[config.mk]
export PLATFORM = sky130hd
export DESIGN_NAME = crc_checked_line_deframer
export DESIGN_NICKNAME = d
export VERILOG_FILES = /design/src/sv/crcld_pkg.sv /design/src/sv/crc_checked_line_deframer.sv
export SDC_FILE = /design/constraint.sdc
export NUM_CORES = 1
export LEC_CHECK = 0
export ABC_AREA = 0
export BUFFER_PORTS_ARGS = -buffer_cell sky130_fd_sc_hd__buf_2
export CAP_MARGIN = 20
export CORE_MARGIN = 5
export CORE_UTILIZATION = 45
export DETAILED_ROUTE_END_ITERATION = 10
export PLACE_DENSITY_LB_ADDON = 0.2
export SETUP_SLACK_MARGIN = 0.1
export SYNTH_ARGS = -nofsm -noshare
export SYNTH_HDL_FRONTEND = slang
export SYNTH_SLANG_ARGS = --single-unit
[constraint.sdc]
create_clock -name clk -period 7.48 [get_ports clk]
set_input_delay 0.748 -clock clk [delete_from_list [all_inputs] [get_ports clk]]
set_output_delay 0.748 -clock clk [all_outputs]
set_load 0.005 [all_outputs]
[src/sv/crcld_pkg.sv]
`default_nettype none
// ----------------------------------------------------------------------------
// crcld_pkg
// Shared constants, status codes and helper functions for the CRC-checked
// line deframer.
// ----------------------------------------------------------------------------
package crcld_pkg;

	localparam int unsigned LINE_CAPACITY = 512;
	localparam int unsigned LEN_W         = $clog2(LINE_CAPACITY);
	localparam int unsigned PAYLOAD_W     = 9;
	localparam int unsigned CRC_W         = 16;
	localparam int unsigned SUFFIX_DIGITS = 4;

	localparam logic [LEN_W-1:0] LEN_MAX = LEN_W'(LINE_CAPACITY - 1);

	localparam logic [CRC_W-1:0] CRC_POLY = 16'h1021;
	localparam logic [CRC_W-1:0] CRC_TOP  = 16'h8000;
	localparam logic [CRC_W-1:0] CRC_INIT = 16'h0000;

	localparam logic [7:0] CH_TAB = 8'h09;
	localparam logic [7:0] CH_LF  = 8'h0A;
	localparam logic [7:0] CH_CR  = 8'h0D;

	typedef enum logic [1:0] {
		STATUS_UNCHECKED = 2'd0,
		STATUS_CRC_OK    = 2'd1,
		STATUS_CRC_BAD   = 2'd2,
		STATUS_OVERFLOW  = 2'd3
	} status_t;

	typedef struct packed {
		logic       ok;
		logic [3:0] nibble;
	} hex_t;

	// msb-first crc-16 update over one byte
	function automatic logic [CRC_W-1:0] crc_byte(input logic [CRC_W-1:0] crc,
	                                               input logic [7:0] b);
		logic [CRC_W-1:0] c;
		c = crc ^ {b, 8'h00};
		for (int i = 0; i < 8; i++) begin
			if ((c & CRC_TOP) != '0) begin
				c = (c << 1) ^ CRC_POLY;
			end else begin
				c = c << 1;
			end
		end
		return c;
	endfunction

	function automatic hex_t hex_decode(input logic [7:0] b);
		hex_t h;
		h.ok     = 1'b1;
		h.nibble = 4'h0;
		if (b >= 8'h30 && b <= 8'h39) begin
			h.nibble = 4'(b - 8'h30);
		end else if (b >= 8'h61 && b <= 8'h66) begin
			h.nibble = 4'(b - 8'h61 + 8'd10);
		end else if (b >= 8'h41 && b <= 8'h46) begin
			h.nibble = 4'(b - 8'h41 + 8'd10);
		end else begin
			h.ok = 1'b0;
		end
		return h;
	endfunction

	// keep the low payload bits of a line length, zero-extended if narrower
	function automatic logic [PAYLOAD_W-1:0] to_payload(input logic [LEN_W-1:0] l);
		logic [LEN_W+PAYLOAD_W-1:0] t;
		t = {{PAYLOAD_W{1'b0}}, l};
		return t[PAYLOAD_W-1:0];
	endfunction

endpackage
`default_nettype wire

[src/sv/crc_checked_line_deframer.sv]
`default_nettype none
// ----------------------------------------------------------------------------
// crc_checked_line_deframer
// Splits a received byte stream into lines and checks an optional CRC-16
// suffix on each line.
// ----------------------------------------------------------------------------
// Takes one byte per clock cycle, but a byte that yields a result waits
// while an earlier result is held by result_stall. A result passes through
// the input register and then the result register. The rate rests on the
// byte-wide CRC-16 (poly 0x1021, init 0) update, combinational into the
// line state. Carriage returns are ignored, a newline closes the line:
// a non-empty line yields status unchecked, crc ok or crc mismatch with its
// payload length, where a line ending in a tab and four hex digits is checked
// against the crc of the bytes before that tab. A byte that would take the
// line past LINE_CAPACITY-1 bytes is dropped, yields status overflow with
// length zero, and the line restarts. While a result waits on result_stall,
// bytes that yield no result keep flowing.
module crc_checked_line_deframer (
	input  wire logic                           clk,
	input  wire logic                           arst_n,
	input  wire logic                           byte_valid,
	output logic                                byte_stall,
	input  wire logic [7:0]                     byte_in,
	output logic                                result_valid,
	input  wire logic                           result_stall,
	output logic [1:0]                          status,
	output logic [crcld_pkg::PAYLOAD_W-1:0]     payload_length
);

	typedef struct packed {
		logic [crcld_pkg::LEN_W-1:0] line_length;
		logic [crcld_pkg::CRC_W-1:0] running_crc;
		logic [crcld_pkg::CRC_W-1:0] crc_before_tab;
		logic [crcld_pkg::LEN_W-1:0] length_before_tab;
		logic                        tab_seen;
		logic [2:0]                  chars_after_tab;
		logic [crcld_pkg::CRC_W-1:0] suffix_value;
		logic                        suffix_bad;
	} line_t;

	localparam line_t LINE_CLEAR = '{
		line_length:       '0,
		running_crc:       crcld_pkg::CRC_INIT,
		crc_before_tab:    '0,
		length_before_tab: '0,
		tab_seen:          1'b0,
		chars_after_tab:   3'd0,
		suffix_value:      '0,
		suffix_bad:        1'b0
	};

	logic       valid_s1;
	logic [7:0] byte_s1;
	line_t      line_q;
	line_t      line_nxt;
	logic       res_valid_q;
	crcld_pkg::status_t              res_status_q;
	logic [crcld_pkg::PAYLOAD_W-1:0] res_len_q;

	logic                            res_load;
	crcld_pkg::status_t              res_status;
	logic [crcld_pkg::PAYLOAD_W-1:0] res_len;
	logic                            advance;
	crcld_pkg::hex_t                 hexv;

	always_comb begin
		line_nxt   = line_q;
		res_load   = 1'b0;
		res_status = crcld_pkg::STATUS_UNCHECKED;
		res_len    = '0;
		hexv       = crcld_pkg::hex_decode(byte_s1);
		if (valid_s1) begin
			priority if (byte_s1 == crcld_pkg::CH_CR) begin
				line_nxt = line_q;
			end else if (byte_s1 == crcld_pkg::CH_LF) begin
				line_nxt = LINE_CLEAR;
				if (line_q.line_length != '0) begin
					res_load = 1'b1;
					if (line_q.tab_seen && line_q.chars_after_tab == 3'(crcld_pkg::SUFFIX_DIGITS)) begin
						res_status = (!line_q.suffix_bad &&
						              line_q.suffix_value == line_q.crc_before_tab) ?
						             crcld_pkg::STATUS_CRC_OK : crcld_pkg::STATUS_CRC_BAD;
						res_len    = crcld_pkg::to_payload(line_q.length_before_tab);
					end else begin
						res_status = crcld_pkg::STATUS_UNCHECKED;
						res_len    = crcld_pkg::to_payload(line_q.line_length);
					end
				end
			end else if (line_q.line_length >= crcld_pkg::LEN_MAX) begin
				line_nxt   = LINE_CLEAR;
				res_load   = 1'b1;
				res_status = crcld_pkg::STATUS_OVERFLOW;
				res_len    = '0;
			end else begin
				if (byte_s1 == crcld_pkg::CH_TAB) begin
					line_nxt.crc_before_tab    = line_q.running_crc;
					line_nxt.length_before_tab = line_q.line_length;
					line_nxt.tab_seen          = 1'b1;
					line_nxt.chars_after_tab   = 3'd0;
					line_nxt.suffix_value      = '0;
					line_nxt.suffix_bad        = 1'b0;
				end else if (line_q.tab_seen) begin
					if (line_q.chars_after_tab < 3'(crcld_pkg::SUFFIX_DIGITS)) begin
						if (!hexv.ok) begin
							line_nxt.suffix_bad = 1'b1;
						end else begin
							line_nxt.suffix_value = {line_q.suffix_value[11:0], hexv.nibble};
						end
					end
					if (line_q.chars_after_tab < 3'd5) begin
						line_nxt.chars_after_tab = line_q.chars_after_tab + 3'd1;
					end
				end
				line_nxt.running_crc = crcld_pkg::crc_byte(line_q.running_crc, byte_s1);
				line_nxt.line_length = line_q.line_length + 1'b1;
			end
		end
	end

	// a byte that yields a result waits while the result register is occupied and result_stall is high
	assign advance    = !res_load || !res_valid_q || !result_stall;
	assign byte_stall = valid_s1 && !advance;

	always_ff @(posedge clk or negedge arst_n) begin
		if (!arst_n) begin
			valid_s1    <= 1'b0;
			line_q      <= LINE_CLEAR;
			res_valid_q <= 1'b0;
		end else begin
			if (advance) begin
				valid_s1 <= byte_valid;
				line_q   <= line_nxt;
			end
			if (advance && res_load) begin
				res_valid_q <= 1'b1;
			end else if (!result_stall) begin
				res_valid_q <= 1'b0;
			end
		end
	end

	always_ff @(posedge clk) begin
		if (advance && byte_valid) begin
			byte_s1 <= byte_in;
		end
		if (advance && res_load) begin
			res_status_q <= res_status;
			res_len_q    <= res_len;
		end
	end

	assign result_valid   = res_valid_q;
	assign status         = res_status_q;
	assign payload_length = res_len_q;

endmodule
`default_nettype wire

After elaboration in Yosys (flattened, before gate mapping)
Cells that the tools add are included.

$add $sub $neg: 7. $mul: 0. Divide/modulo/power cells: 0. $lt $le $gt $ge: 9. Equality and inequality tests: 7. Shifts and indexed selects: 0. Multiplexer cells: 64. Bitwise operators: 13. Reduce and logical (&&, ||, !) cells: 28.

Operators by type and width (count): 16-bit two-way mux (29); 71-bit two-way mux (2); 13-bit two-way mux (8); 20-bit two-way mux (2); 26-bit two-way mux (1); 8-bit by 4-bit equality test with 1-bit output (second input constant) (3); 3-bit inverter (8); 17-bit two-way mux (1); 16-bit equality test (1); 8-bit by 7-bit >= comparator with 1-bit output (second input constant) (2); 8-bit by 7-bit less-or-equal comparator with 1-bit output (second input constant) (2); 4-bit nonzero test (4); 16-bit bitwise XOR (1); 4-bit two-way mux (3); 6-bit AND reduction (2); 4-bit by 1-bit subtractor with 4-bit output (second input constant) (3); 1-bit two-way mux (11); 2-bit two-way mux (5); 9-bit by 1-bit adder with 9-bit output (second input constant) (1); 9-bit >= comparator (second input constant) (1); 9-bit two-way mux (1); 9-bit nonzero test (1); 4-bit adder (second input constant) (2); 8-bit by 6-bit >= comparator with 1-bit output (second input constant) (1); 17 further kinds (33).

Register bits: 92. Bits in latches: 0. Bits in writable memories: 0. ROM bits: 0. Input bits: 12. Output and inout bits: 13. Logic and storage cells: 141. Memories kept: 0.

Logic depth before layout (Yosys ltp)
Gate-level depths: netlist of run 1.

Word-level depth: 47. Depth in mapped cells: 10. Gate-level depth less buffers: 8.

Worst setup path after synthesis of run 1
Ideal clock, no wire load.

Kind: register -> output. From: register byte_s1[0]. To: output byte_stall. Data arrival time: 1.828 ns. Required time: 6.732 ns. Slack: 4.904 ns. Cell stages (with the launch flop): 8. Path buffers: 0. Cells stage by stage: edfxtp_1 -> inv_1 -> ha_1 -> or4bb_1 -> a211o_1 -> o21ai_2 -> nand2_1 -> inv_1.

Cells in the longest elaborated chain, start to end: 9. Elaborated cells on any way between the ends: 10. Those cells by class: 2 x eq/ne; 3 x mux; 5 x reduce/logical.

Ends and longest elaborated chain: start, declared (line crc_checked_line_deframer.sv:53) `logic [7:0] byte_s1;`; start signal, assigned (line crc_checked_line_deframer.sv:144) `byte_s1 <= byte_in;`; 8-bit by 4-bit equality test with 1-bit output (line crc_checked_line_deframer.sv:75) `end else if (byte_s1 == crcld_pkg::CH_LF) begin`; 1-bit two-way mux (line crc_checked_line_deframer.sv:75); 1-bit two-way mux (*) (line crc_checked_line_deframer.sv:73) `priority if (byte_s1 == crcld_pkg::CH_CR) begin`; 1-bit two-way mux (*) (line crc_checked_line_deframer.sv:72) `if (valid_s1) begin`; 1-bit logical NOT (*) (line crc_checked_line_deframer.sv:121) `assign advance = !res_load || !res_valid_q || !result_stall;`; 1-bit logical OR (*) (2 in a row) (line crc_checked_line_deframer.sv:121); 1-bit logical NOT (*) (line crc_checked_line_deframer.sv:122) `assign byte_stall = valid_s1 && !advance;`; 1-bit logical AND (*) (line crc_checked_line_deframer.sv:122); end, declared (line crc_checked_line_deframer.sv:22) `output logic byte_stall,`.

Every way passes the cells marked *; elsewhere a longest branch is shown, timed or not.

Worst setup path in the final report of run 1
From: register line_q[62] (netlist name). To: output byte_stall.

Cells in the longest elaborated chain, start to end: 10. Elaborated cells on any way between the ends: 12. Those cells by class: 1 x order compare; 5 x mux; 6 x reduce/logical.

Ends and longest elaborated chain: start, declared (line crc_checked_line_deframer.sv:54) `line_t line_q;`; start signal, assigned (line crc_checked_line_deframer.sv:132) `line_q <= line_nxt;`; 9-bit >= comparator or 9-bit nonzero test (tied branches) (line crc_checked_line_deframer.sv:89, crc_checked_line_deframer.sv:77); 1-bit two-way mux, on equally long branches (line crc_checked_line_deframer.sv:89, crc_checked_line_deframer.sv:77); 1-bit two-way mux (*) (line crc_checked_line_deframer.sv:75); 1-bit two-way mux (*) (line crc_checked_line_deframer.sv:73); 1-bit two-way mux (*) (line crc_checked_line_deframer.sv:72); 1-bit logical NOT (*) (line crc_checked_line_deframer.sv:121); 1-bit logical OR (*) (2 in a row) (line crc_checked_line_deframer.sv:121); 1-bit logical NOT (*) (line crc_checked_line_deframer.sv:122); 1-bit logical AND (*) (line crc_checked_line_deframer.sv:122).

Marked as above.

==> impl_results.md, run 1 <==
- Fmax: 0.3030 GHz
- CP Cell Sequence: ha_1 -> nand3_1 -> nor3_1 -> ha_1 -> a41oi_1 -> o21ai_2 -> nand2_1 -> inv_1 -> buf_2
- FILL cells: around 1.0k
- Post-DP HPWL: 6.773 mm
- CTS Root Cell: clkbuf_8
- Worst slew margin: 0.3671
- Final max-slew violation count: 0
- Worst Path Required: 6.73 ns
- Run status: finished clean
- Largest net degree at the start of global routing: 74
- Startpoint types: register
- Setup TNS: 0 ns
- Slowest-stage cell, CP: dfrtp_1
- Via density: 5.198
- Synth Register Bits: 92
- Worst setup EP type: output port
- Crit path top cell by count: ha_1
- Most frequent cells in the layout: dfrtp_1 (73), nand2_1 (56), inv_1 (50)
- Post-synth ARST share: 0.7935
- P_leak: around 2.3 nW
- RSZ-0062 raised after global routing: false
- CTS sink cnt: 92
- Routability congestion estimate: between 0.8 and 0.9
- Final period util: 0.4412
- Net Switching: 755.4 uW
- Synthesized area per cell: 10.83 um^2
- I/O pins: 25
- PwrDens: 369.1 mW/mm^2
- Switch share: 0.3857
- Worst slew pin tran: 0.9493 ns
- Finished Layout Cells: slightly above 600
- Setup ws final: 4.179 ns
- Smallest hold slack: just under 0.5 ns
- Die Wd: between 100 and 150 um
- Internal power: 1.203 mW
- Wire per inst: ~16 um
- Detailed-route wire length: 9.932 mm
- VDD IR max: 136.8 uV
- First-pass GRT wire length: 17.01 mm
- Share of cells above drive strength 1: 0.1253
- Post-DRT Antenna Nets: 0
- Placed Cells: approximately 600
- Nets: 487
- CTS resizes: 0
- Crit Path Category: reg -> out
- Vias in the first global route: 3280
- Final setup viols: 0
- Worst Path Arrival: 2.55 ns
- Logic pwr share: 0.371
- Seq pwr share: 0.429
- Clock-pin slew on the worst setup and hold paths: 0.10 ns
- Row Count: 38
- GR Overflow Total: 0
- Most used DFF post-synth: dfrtp_1
- Synth Warn #: 0
- Syn_nets: approximately 470
- # hold bufs at CTS: 0
- Die height: 114.1 um
- Total track usage: 0.1658
- Sequential Area: between 0.002 and 0.0025 mm^2
- Worst r2r src: line_q[62]
- Hold Crit Class: in -> async
- CTS tree: done
- Worst R2R Setup Slack: ~4.6 ns
- EDFF count, synth: 19
- I/O Buffers: 24
- Final hold vios: 0
- Drt pass-1 iters: 4
- Max_cap viols: 0
- Postcts setup bufs: 0
- Core area: 0.01075 mm^2
- P&R area growth vs syn: 8.830%
- Antenna diode count: 0
- CTS Buf Count: 9
- Worst-path fanout max: 7
- Reg-to-reg endpoint: line_q[31]
- Initial Util: 0.4537
- Clock power frac: 0.200
- Worst Reg-to-Reg Cells: 9
- Fin crit period: 3.301 ns
- Total die area: 0.01301 mm^2
- Initial drt markers: 152
- Largest delay contributor family on the critical path: simple AND/OR/NAND/NOR gates
- Register area share after synthesis: 0.4918
- Clock Latency Late Sink: approximately 0.37 ns
- Routed vias: 3176
- Setup WS pre-CTS: ~4.6 ns
- Area of the multi-input gates: 0.002168 mm^2
- Antenna violations before repair: 0
- Cells after Synth: 450
- Crit. path cell count: 9
- CTS max path bufs: 2
- Synth unique cells: 58
- Clock skew: between 0.01 and 0.015 ns
- Total power: just under 2 mW
- Remaining routing DRC violations: 0
- Most common cell after layout, fill and taps aside: dfrtp_1
- Post-Syn Area: 0.004875 mm^2
- CTS H-tree depth: 3
- Largest stage delay, worst path: around 0.47 ns
- CP bufs+invs: 2
==> cell type report <==
| type | count | share of cell area |
|---|---|---|
| tap | 140 | 0.03302 |
| multi-input combinational | 286 | 0.4087 |
| timing repair buffer | 27 | 0.02736 |
| clock buffer | 9 | 0.02335 |
| sequential | 92 | 0.4519 |
| inverter | 50 | 0.03538 |
| clock inverter | 7 | 0.02028 |
==> Yosys cell counts, types with 3 or more instances <==
library cell  instances  area share
a211o_1               3      0.0054
a21o_1                3      0.0046
a21oi_1              15       0.015
and3_1                4      0.0051
buf_4                 4      0.0062
clkbuf_1             12      0.0092
dfrtp_1              73        0.37
edfxtp_1             19        0.12
ha_1                  9       0.023
inv_1                50       0.039
mux2_1               17       0.039
mux2i_1              28       0.057
nand2_1              56       0.043
nand2b_1              6      0.0077
nand3_1               6      0.0062
nor2_1               21       0.016
nor3_1                5      0.0051
nor4_1                7      0.0090
o21ai_0               3      0.0031
o2bb2ai_1            20       0.036
xnor2_1              17       0.031
xor2_1               26       0.047
==> state kept, by name, summed over array words and instances (netlist names) <==
signal and flops:
result_valid 1, status 2, valid_s1 1, line_q 71
payload_length 9, byte_s1 8
==> metrics by stage <==
stage,utilization,instance area (um^2)
floorplan,-,4875
global placement,0.4722,5074
detailed placement,0.4722,5074
CTS,0.4937,5305
global route,0.4937,5305
finish,0.4937,5305
==> power groups by stage <==
stage	Combinational [mW]	Sequential, mW	Clock [mW]
after floorplan	0.609	0.789	0
after global placement	0.708	0.847	0
after global routing	0.827	0.867	0.418
final	0.726	0.841	0.391
after detailed placement	0.730	0.853	0
after CTS	0.738	0.842	0.398
==> kinds of logic (layout without fill, tap and decap cells) <==
group	count (synthesis)	in the layout	synth area share
compound gates	64	64	0.1122
xor+xnor	43	43	0.07726
fa+ha+maj	9	9	0.02310
buf+inv	72	93	0.06648
flops	92	92	0.4918
mux	47	47	0.1014
simple gates	123	123	0.1278
==> worst max path at each step <==
stage	start	to	slack (ns)
after floorplan	byte_s1[0]	byte_stall	4.90
after global placement	line_q[62]	line_q[34]	4.58
after detailed placement	line_q[62]	line_q[33]	4.56
after CTS	line_q[62]	byte_stall	4.16
after global routing	line_q[62]	byte_stall	3.95
final	line_q[62]	byte_stall	4.18
==> per-layer routing <==
metal | up-vias | part of all wire | GRT usage
li1 | 1563 | - | -
met2 | 51 | 0.44 | 0.2521
met4 | 0 | 0.014 | 0.05226
met3 | 12 | 0.037 | 0.02907
met1 | 1550 | 0.51 | 0.2421
met5 | - | 0 | 0
==> worst reg2reg max path, cell delays in order (launching register included) <==
cell,delay [ns]
dfrtp_1,0.47
ha_1,0.26
nand3_1,0.16
nor3_1,0.09
ha_1,0.19
a41oi_1,0.31
o21ai_2,0.23
a211oi_4,0.26
buf_4,0.45
mux2_1,0.39
Note: power is estimated with default switching activity, not from simulation.
==> run 2: changes to the inputs <==
Settings changed: ABC_AREA 0 to 1.
Clock period 7.48 ns to 2.9 ns, I/O delays scaled along.
==> run 2 against run 1 <==
Effect of this change: sequential power up 120%; count of clock-buffer cells in the layout up 2; clock skew up 0.0073 ns; worst hold slack worse by 0.40 ns; cell count up 23%; core utilization up 0.79 points; final area up 2.1%; total power up 97%; global-route usage up 1.5 points; critical endpoint unchanged; largest cell class unchanged.
==> impl_results.md, run 2 <==
- CP bufs+invs: 3 (+1)
- Die Wd: 114.7 um (+0.56%)
- First-pass GRT wire length: 18.56 mm (+9.1%)
- Crit Path Category: reg -> out
- Core area: 0.01079 mm^2 (+0.44%)
- Post-DRT Antenna Nets: 0 (unchanged)
- Worst slew margin: 0.5472 (+0.1800)
- Max_cap viols: 0 (unchanged)
- Seq pwr share: 0.476 (+0.047)
- Largest register FFs: 71 (unchanged)
- Top reg by flops: line_q
- CP Cell Sequence: ha_2 -> nand2_1 -> nor2_2 -> nand2_1 -> nor2_1 -> ha_2 -> inv_1 -> nand2_4 -> nand3_2 -> nand2_4 -> nand2_4 -> inv_2 -> buf_2
- Synth top area share: 0.3702 (-0.004561)
- Most frequent cell after synthesis: nand2_1
- Startpoint types: register
- Antenna violations before repair: 0 (unchanged)
- Synth Warn #: 0 (unchanged)
- Worst slew pin tran: 0.6792 ns (-0.2701 ns)
- P_leak: 2.528 nW (+8.1%)
- Crit path top cell by count: nand2_4
- Synth area leader: dfrtp_1
- Net Switching: 1.363 mW (+80%)
- Die height: 114.7 um (+0.56%)
- Drt pass-1 iters: 5 (+1)
- Wire per inst: 14.79 um (-9.0%)
- Worst Path Required: 2.61 ns (-4.12 ns)
- Synth unique cells: 34 (-41%)
- Routability congestion estimate: 0.8796 (+4.6%)
- Initial drt markers: 192 (+26%)
- Antenna diode count: 0 (unchanged)
- Synth top area cells: dfrtp_1 (37%), edfxtp_1 (12%), nand2_1 (11%), nand3_1 (6.1%), nor2_1 (3.4%)
- I/O pins: 25 (unchanged)
- Routed vias: 3789 (+19%)
- Run status: finished clean
- FILL cells: 1054 (+4.5%)
- Internal power: 2.489 mW (+110%)
- Cells after Synth: 582 (+29%)
- Detailed-route wire length: 11.09 mm (+12%)
- CTS Buf Count: 9 (unchanged)
- Final max-slew violation count: 0 (unchanged)
- Total track usage: 0.1803 (+0.01452)
- Clock-pin slew on the worst setup and hold paths: 0.09 ns (about the same)
- Post-synth ARST share: 0.7935 (unchanged)
- Clock Latency Late Sink: 0.38 ns (about the same)
- Worst-path fanout max: 9 (+2)
- Initial Util: 0.4572 (+0.003566)
- Slowest-stage cell, CP: dfrtp_2
- Final setup viols: 0 (unchanged)
- Most used DFF post-synth: dfrtp_1
- PwrDens: 711.4 mW/mm^2 (+93%)
- CTS Root Cell: clkbuf_8
- Post-DP HPWL: 8.079 mm (+19%)
- Post-Syn Area: 0.004935 mm^2 (+1.2%)
- P&R area growth vs syn: 9.711%
- CTS H-tree depth: 3 (unchanged)
- Switch share: 0.3538 (-0.03195)
- Sequential Area: 0.002399 mm^2 (about the same)
- Setup TNS: 0 ns (unchanged)
- Vias in the first global route: 3573 (+8.9%)
- Top cells by count, synth: nand2_1 (150), dfrtp_1 (73), nand3_1 (60)
- CTS sink cnt: 92 (unchanged)
- Setup ws final: 0.2623 ns (-3.917 ns)
- Total die area: 0.01316 mm^2 (+1.1%)
- Hold Crit Class: in -> reg
- Largest net degree at the start of global routing: 52 (-30%)
- Row Count: 38 (unchanged)
- Fin crit period: 2.638 ns
- Largest delay contributor family on the critical path: simple AND/OR/NAND/NOR gates
- Clock power frac: 0.250 (+0.050)
- Register area share after synthesis: 0.4858 (-0.005985)
- GR Overflow Total: 0 (unchanged)
- CTS tree: done
- Area of the multi-input gates: 0.002212 mm^2 (+2.0%)
- Fmax: 0.3791 GHz
- Final hold vios: 0 (unchanged)
- EDFF count, synth: 19 (unchanged)
- Worst Path Arrival: 2.35 ns (-0.20 ns)
- Remaining routing DRC violations: 0 (unchanged)
- Setup WS pre-CTS: 0.3192 ns (-4.237 ns)
- Synthesized area per cell: 8.479 um^2 (-22%)
- Logic pwr share: 0.274 (-0.097)
- Syn_nets: 603 (+28%)
- I/O Buffers: 24 (unchanged)
- Largest stage delay, worst path: 0.43 ns (-0.04 ns)
- Via density: 5.052 (-2.8%)
- Share of cells above drive strength 1: 0.1492 (+0.02391)
- Most frequent cells in the layout: nand2_1 (150), dfrtp_1 (72), nand3_1 (60)
- Most common cell after layout, fill and taps aside: nand2_1
- VDD IR max: 503.7 uV (+270%)
- Nets: 626 (+29%)
- RSZ-0062 raised after global routing: false
- CTS max path bufs: 2 (unchanged)
- Worst setup EP type: output port
- Clock skew: 0.01967 ns (+0.007346 ns)
- Final period util: 0.9095
- Synth Register Bits: 92 (unchanged)
[run 2: changes by cell type after synthesis, moves of 22 or more]
cell | previous run | this run
mux2i_1 | 28 | 0
nand3_1 | 6 | 60
nand2_1 | 56 | 150
nor2_1 | 21 | 45
o21ai_0 | 3 | 28
o21ai_1 | 2 | 24
[run 2: cells by family (layout without fill, tap and decap cells)]
logic type | count (synthesis) | in the layout | share of synthesized area
DFF | 92 | 92 | 0.4858
buffers and inverters | 74 | 102 | 0.07099
xor gates and xnor gates | 34 | 34 | 0.06034
AOI/OAI and AO/OA | 72 | 72 | 0.07835
adders and majority gates | 9 | 9 | 0.02282
and+or+nand+nor | 301 | 301 | 0.2817
[run 2: power by group through the flow]
stage | Sequential [mW] | Clock (mW) | Combinational [mW]
CTS | 1.82 | 0.979 | 1.06
global placement | 1.84 | 0 | 1.04
floorplan | 1.72 | 0 | 0.874
global route | 1.87 | 1.04 | 1.21
detailed placement | 1.85 | 0 | 1.04
finish | 1.83 | 0.964 | 1.06
[run 2: what timing repair did]
action / in CTS / in global routing
setup buffers: 0 / 2
hold buffers: 1 / 0
endpoints found under the hold margin: 27 / 0
resized for setup: 0 / 7
setup endpoints to repair: 0 / 25
[run 2: final timing paths]
path	startpoint	to	slack (ns)	cells past startpoint
min	byte_in[2]	byte_s1[2]	0.1	1
max in group asynchronous	arst_n	line_q[56]	1.62	3
max reg2reg	line_q[63]	line_q[2]	0.39	15
max	line_q[63]	byte_stall	0.26	13
min in group asynchronous	arst_n	line_q[14]	0.48	2
min reg2reg	line_q[1]	line_q[1]	0.48	2
[run 2: layout make-up]
class | count | area share
Clock buffer | 11 | 0.02427
Clock inverter | 5 | 0.01572
Inverter | 47 | 0.03259
Multi-Input combinational cell | 416 | 0.4086
Sequential cell | 92 | 0.4430
Tap cell | 140 | 0.03235
Timing Repair Buffer | 39 | 0.04345
[run 2: metrics by stage]
stage	utilization	power (mW)	hold WS [ns]	instance area [um^2]	std cells
6_report	0.5016	3.851	0.09726	5414	750
5_1_grt	0.5016	4.114	0.08002	5414	750
4_1_cts	0.4981	3.860	0.08228	5376	748
3_5_place_dp	0.4772	2.892	0.3738	5150	731
3_3_place_gp	0.4772	2.877	0.3744	5150	731
2_1_floorplan	-	2.594	-0.005591	4935	582
[run 2: layer usage]
layer | up-vias | part of all wire | global-route usage
met2 | 68 | 0.43 | 0.2619
li1 | 1937 | - | -
met3 | 15 | 0.043 | 0.03753
met5 | - | 0 | 0
met4 | 0 | 0.014 | 0.05477
met1 | 1769 | 0.51 | 0.2714
